[config.mk]
export PLATFORM = sky130hd
export DESIGN_NAME = plsimp_mul
export DESIGN_NICKNAME = d
export VERILOG_FILES = /design/src/hw/rtl/polyline_simplifier_top_macros.svh /design/src/hw/rtl/plsimp_pkg.sv /design/src/hw/rtl/plsimp_mul.sv
export SDC_FILE = /design/constraint.sdc
export NUM_CORES = 2
export LEC_CHECK = 0
export BUFFER_PORTS_ARGS = -buffer_cell sky130_fd_sc_hd__buf_2
export CORE_MARGIN = 2
export CORE_UTILIZATION = 55
export CTS_BUF_LIST = sky130_fd_sc_hd__clkbuf_8 sky130_fd_sc_hd__clkbuf_16
export DETAILED_ROUTE_END_ITERATION = 16
export GPL_TIMING_DRIVEN = 0
export PLACE_DENSITY = 0.78
export SYNTH_ARGS = -nofsm -noshare
export SYNTH_HDL_FRONTEND = slang
export SYNTH_SLANG_ARGS = --single-unit
[constraint.sdc]
create_clock -name clk -period 10.9 [get_ports clk]
set_input_delay 0.545 -clock clk [delete_from_list [all_inputs] [get_ports clk]]
set_output_delay 0.545 -clock clk [all_outputs]
set_load 0.02 [all_outputs]
[src/hw/rtl/polyline_simplifier_top_macros.svh]
// Assertion macros for the polyline simplifier
`ifndef POLYLINE_SIMPLIFIER_TOP_MACROS_SVH
`define POLYLINE_SIMPLIFIER_TOP_MACROS_SVH
`ifndef SYNTH
`define PLS_ASSERT_IMPL(lbl, ck, rs, ante, cons, msg) \
  lbl: assert property (@(posedge ck) disable iff (rs) (ante) |-> (cons)) else $error(msg);
`define PLS_ASSERT_NEXT(lbl, ck, rs, ante, cons, msg) \
  lbl: assert property (@(posedge ck) disable iff (rs) (ante) |=> (cons)) else $error(msg);
`else
`define PLS_ASSERT_IMPL(lbl, ck, rs, ante, cons, msg)
`define PLS_ASSERT_NEXT(lbl, ck, rs, ante, cons, msg)
`endif
`endif

[src/hw/rtl/plsimp_pkg.sv]
`default_nettype none
package plsimp_pkg;

  localparam int TOLW = 23;
  localparam logic [TOLW-1:0] TOL_RESET = 23'd51;
  localparam int DIGW = 16;

  typedef enum logic [4:0] {
    ST_LOAD,
    ST_START,
    ST_MUL,
    ST_INIT,
    ST_POP,
    ST_SEG,
    ST_GS,
    ST_GE,
    ST_LEN,
    ST_PRD,
    ST_PGET,
    ST_PST,
    ST_CMP,
    ST_DEC,
    ST_PU1,
    ST_PU2,
    ST_ERD,
    ST_ECHK,
    ST_EMPTY
  } state_t;

  typedef enum logic [3:0] {
    OP_EPS,
    OP_DXX,
    OP_DYY,
    OP_THR,
    OP_PXX,
    OP_PYY,
    OP_C1,
    OP_C2,
    OP_CC
  } mul_op_t;

endpackage
`default_nettype wire

[src/hw/rtl/plsimp_mul.sv]
`default_nettype none
module plsimp_mul #(
  parameter int MW = 51
) (
  input  wire logic            clk,
  input  wire logic            rst,
  input  wire logic            start,
  input  wire logic [MW-1:0]   a,
  input  wire logic [MW-1:0]   b,
  output logic                 done,
  output logic [2*MW-1:0]      prod
);

  localparam int PW   = 2 * MW;
  localparam int DW   = plsimp_pkg::DIGW;
  localparam int NDIG = (MW + DW - 1) / DW;
  localparam int BW   = NDIG * DW;
  localparam int CW   = $clog2(NDIG + 1);

  logic [MW-1:0]    a_r;
  logic [BW-1:0]    b_r;
  logic [PW-1:0]    acc;
  logic [CW-1:0]    cnt;
  logic             busy;
  logic [MW+DW-1:0] pp;

  // MSB digit first: acc = acc * 2^DW + a * digit
  assign pp   = MW'(a_r) * b_r[BW-1 -: DW];
  assign prod = acc;

  always_ff @(posedge clk) begin
    if (rst) begin
      busy <= 1'b0;
      done <= 1'b0;
    end else begin
      done <= 1'b0;
      if (start) begin
        busy <= 1'b1;
      end else if (busy && cnt == CW'(1)) begin
        busy <= 1'b0;
        done <= 1'b1;
      end
    end
  end

  always_ff @(posedge clk) begin
    if (start) begin
      a_r <= a;
      b_r <= BW'(b);
      acc <= '0;
      cnt <= CW'(NDIG);
    end else if (busy) begin
      acc <= (acc << DW) + PW'(pp);
      b_r <= b_r << DW;
      cnt <= cnt - CW'(1);
    end
  end

endmodule
`default_nettype wire

# After elaboration in Yosys (flattened, before gate mapping)
# Cells that the tools add are included.
[op_classes] n_addsub=2 multipliers=1 eq_ne=1 n_mux=5 reduce_logical=4
[op_table] cell="102-bit by 67-bit adder with 102-bit output" count=1
[op_table] cell="51-bit 2-to-1 mux" count=2
[op_table] cell="51-bit by 16-bit multiplier with 67-bit output" count=1
[op_table] cell="2-bit nonzero test" count=2
[op_table] cell="3-bit by 1-bit == test with 1-bit output (second input constant)" count=1
[op_table] cell="1-bit 2-to-1 mux" count=3
[op_table] cell="3-bit by 1-bit subtractor with 3-bit output (second input constant)" count=1
[op_table] cell="2-bit OR reduction" count=1
[op_table] cell="1-bit logical AND" count=1
[totals] regBits=222 input_bits=105 out_inout_bits=103 elab_cells=20

# Depth between registers and ports, before layout
[logic_depth] depth_word=4 depth_mapped=28

# Least setup slack after synthesis
# No wires, ideal clock.
[synth_path] kind="flip-flop to flip-flop" start="reg b_r[49]" end="reg acc[78], in the netlist prod[78]" setup_time_ns=0.122 arrival_time_ns=6.666 required_ns=10.778 setup_slack_ns=4.112 path_stages_with_launch=28 cell_sequence="edfxtp_1 -> clkbuf_1 -> clkbuf_1 -> nand2_1 -> fa_1 -> inv_1 -> fa_1 -> inv_1 -> fa_1 -> inv_1 -> fa_1 -> fa_1 -> inv_1 -> fa_1 -> inv_1 -> ha_1 -> clkbuf_1 -> nand4_1 -> nor2_1 -> nand2_1 -> o211ai_1 -> a221oi_1 -> o21a_1 -> or4_1 -> nand2_1 -> buf_2 -> a21oi_1 -> a311o_1"
[synth_via] elab_chain_cells=2
[synth_rtl] element="from (decl)" line="plsimp_mul.sv:21" text="logic [BW-1:0] b_r;"
[synth_rtl] element="from (signal assigned)" line="plsimp_mul.sv:49" text="b_r <= BW'(b);"
[synth_rtl] element="from (signal assigned)" line="plsimp_mul.sv:54" text="b_r <= b_r << DW;"
[synth_rtl] element="51-bit by 16-bit multiplier with 67-bit output" line="plsimp_mul.sv:28" text="assign pp = MW'(a_r) * b_r[BW-1 -: DW];"
[synth_rtl] element="102-bit by 67-bit adder with 102-bit output" line="plsimp_mul.sv:53" text="acc <= (acc << DW) + PW'(pp);"
[synth_rtl] element="to (signal assigned)" line="plsimp_mul.sv:53"
[synth_rtl] element="to (decl)" line="plsimp_mul.sv:22" text="logic [PW-1:0] acc;"
# No other way between the ends.
# A chain may end at the register's enable or synchronous reset.

# Worst setup path after layout
[layout_path] start="reg b_r[58]" end="reg acc[95], in the netlist prod[95]"
# The elaborated chain is that of the path after synthesis.

==> summary.md <==
| Metric | Value |
|---|---|
| Rel. slew slack | `-1.18%` |
| Flops & latches, synth | `222` |
| DRC Markers | `0` |
| WL/cell | `23.5 um` |
| Worst reg2reg path depth | `24` |
| Switching power | `7.19 mW` |
| Reg power frac | `9.7%` |
| Post-synth top area share | `40.8%` |
| Largest net degree at the start of global routing | `61` |
| Yosys warns | `0` |
| # nets final | `5214` |
| Clk root buf | `clkbuf_16` |
| Grt ovf | `0` |
| Layout cells sized above 1 | `7.38%` |
| Critical path startpoint category | `flop` |
| Die footprint | `0.0676 mm^2` |
| Drt via density | `5.73` |
| Post_cts resized | `0` |
| Hpwl dp | `97.7 mm` |
| Leak pwr | `19.3 nW` |
| Synth top area cells | `fa_1 41%, inv_1 9.3%, edfxtp_1 8.5%` |
| Fmax | `109 MHz` |
| Core Area | `0.0646 mm^2` |
| DR pass1 iterations | `6` |
| Final hold vios | `0` |
| Most used DFF post-synth | `dfxtp_1` |
| Crit share post-route | `84.4%` |
| H-tree levels | `1` |
| Mapped Cells | `3979` |
| Synthesized area | `0.0360 mm^2` |
| CP max FO | `10` |
| Status | `finished with violations` |
| Clk sink count | `222` |
| Clock latency on the worst-skew pair | `640 ps` |
| Starting DRT DRC Count | `2663` |
| I/O pin cnt | `208` |
| Initial Util | `55.8%` |
| Overall Global Routing Usage | `36.6%` |
| Most common cell in the netlist | `inv_1` |
| Int Pwr | `5.18 mW` |
| IR drop worst, VDD | `0.000308 V` |
| # Post-CTS Setup Buffers | `0` |
| Post-synthesis cell type count | `74` |
| Hold_buf cts | `0` |
| Row count | `93` |
| Placer congestion estimate | `1.01` |
| Clk pwr share | `8.0%` |
| RSZ-0062 raised after global routing | `no` |
| Final wirelength | `120 mm` |
| CP Capture Type | `flop` |
| Syn_area_per_cell | `9.06 um^2` |
| CTS tree | `done` |
| Die width | `260 um` |
| Final setup TNS | `0 ps` |
| Num CTS Buffers | `28` |
| Clk slew on worst S/H paths | `70 ps` |
| Critical path type | `reg -> reg` |
| Total Power | `12.4 mW` |
| Via count | `29200` |
| Least-Margin Pin Slew | `1520 ps` |
| Power Density | `316 mW/mm^2` |
| Die height | `260 um` |
| Commonest cells post-synth | `894 x inv_1, 735 x fa_1, 642 x nand2_1` |
| Post-synth EDFFs | `102` |
| Worst min path class | `in -> reg` |
| IO buf count | `207` |
| Hold depth | `1` |
| First-pass GRT wire length | `183 mm` |
| Worst EP required | `11380 ps` |
| # setup viols final | `0` |
| Arrival @ worst endpoint | `9680 ps` |
| Post-route ant nets | `0` |
| Skew final | `54.6 ps` |
| Combinational Power Share | `82.3%` |
| Area delta synth->final | `8.63%` |
| Failing checks | `max-capacitance violations, max-slew violations` |
| Max cap viols | `2` |
| Ys async rst share | `0%` |
| Number of global-route vias before repair | `30200` |
| Pins Over Slew Limit | `25` |
| Initial antenna violation count | `7` |
| Max clock buf depth | `3` |
| Switching share of total power | `58.1%` |
| Synthesized net count | `4976` |
| Tmin final | `9200 ps` |
| Sequential fraction of the synthesis area | `15.2%` |
| Yosys top cell by area | `fa_1` |
per-stage QoR:
step                util [%]  hold slack [ps]  cells  setup WS, ps  cell area, um^2
detailed placement      59.1              465   5042          1980            38200
CTS                     60.6             70.6   5094          1950            39100
floorplan                  -              457   3979          4110            36000
global placement        59.1              464   5041          2080            38200
global route            60.6             81.4   5094          1470            39100
finish                  60.6             84.8   5099          1700            39200
layout by cell type (no fill, tap or decap), types with 41 or more instances in the layout:
cell | synthesis | final
fa_1 | 735 | 735
inv_1 | 894 | 900
o21ai_0 | 74 | 74
clkbuf_1 | 205 | 204
xnor2_1 | 48 | 48
edfxtp_1 | 102 | 102
nor2_1 | 107 | 107
ha_1 | 157 | 157
and2_1 | 312 | 312
a21o_1 | 45 | 45
nand3_1 | 41 | 41
buf_2 | 3 | 209
a21oi_1 | 101 | 101
dfxtp_1 | 120 | 120
nand2_1 | 642 | 642
mux2i_1 | 49 | 49
cell families (layout without fill, tap and decap cells):
group	after synthesis	after routing	share of synthesized area, %
xor+xnor	73	73	1.77
other cells	0	5	0
flops	222	222	15.2
simple gates	1245	1245	16.3
mux	84	84	2.45
buf+inv	1113	1373	11.6
compound gates	350	350	6.39
fa+ha+maj	892	892	46.3
state kept, by name (all words and copies together), names as in the netlist:
| name | cells |
|---|---|
| a_r | 51 |
| cnt | 3 |
| busy | 1 |
| b_r | 64 |
| prod | 102 |
| done | 1 |
cell type report:
class | count | area, um^2
Multi-Input combinational cell | 2644 | 26400
Tap cell | 855 | 1070
Fill cell | 5633 | 25400
Inverter | 894 | 3360
Timing Repair Buffer | 208 | 1060
Clock inverter | 19 | 173
Clock buffer | 33 | 792
Antenna cell | 5 | 12.5
Buffer | 219 | 833
Sequential cell | 222 | 5470
path summary, 6_finish.rpt:
kind                            startpoint       end  slack [ps]
worst max register to register     b_r[58]  prod[95]        1700
worst min register to register    prod[94]  prod[94]         480
worst min-delay path                  a[4]    a_r[4]          80
worst max-delay path               b_r[58]  prod[95]        1700
critical path, cell delays in order, from the launching register on:
cell and delay, ps:
dfxtp_1 300, clkbuf_1 830, clkbuf_1 1040, nand2_1 190, fa_1 600, inv_1 60
fa_1 550, fa_1 460, fa_1 530, fa_1 500, inv_1 50, fa_1 470
inv_1 50, ha_1 270, clkbuf_1 340, a21oi_1 120, o21ai_0 530, a21oi_1 150
o21ai_0 190, nand3b_1 120, o211ai_1 270, a21oi_1 180, a211oi_1 900, mux2i_1 260
nand2_1 70
metal layers:
metal / wire length [um] / global-route usage (%) / vias to the layer above
met5: 55 / 0 / -
met4: 7740 / 19.7 / 8
met3: 14900 / 10.3 / 361
met2: 52600 / 55.6 / 1755
met1: 44400 / 47.8 / 14600
li1: - / - / 12400
power groups by stage:
stage | combinational [mW] | clock [mW] | sequential [mW]
final | 10.2 | 0.992 | 1.20
after global routing | 11.1 | 1.03 | 1.20
after CTS | 9.91 | 0.999 | 1.18
after detailed placement | 9.77 | 0 | 1.20
after global placement | 9.73 | 0 | 1.20
after floorplan | 6.88 | 0 | 1.18
(Power assumes the default switching activity.)
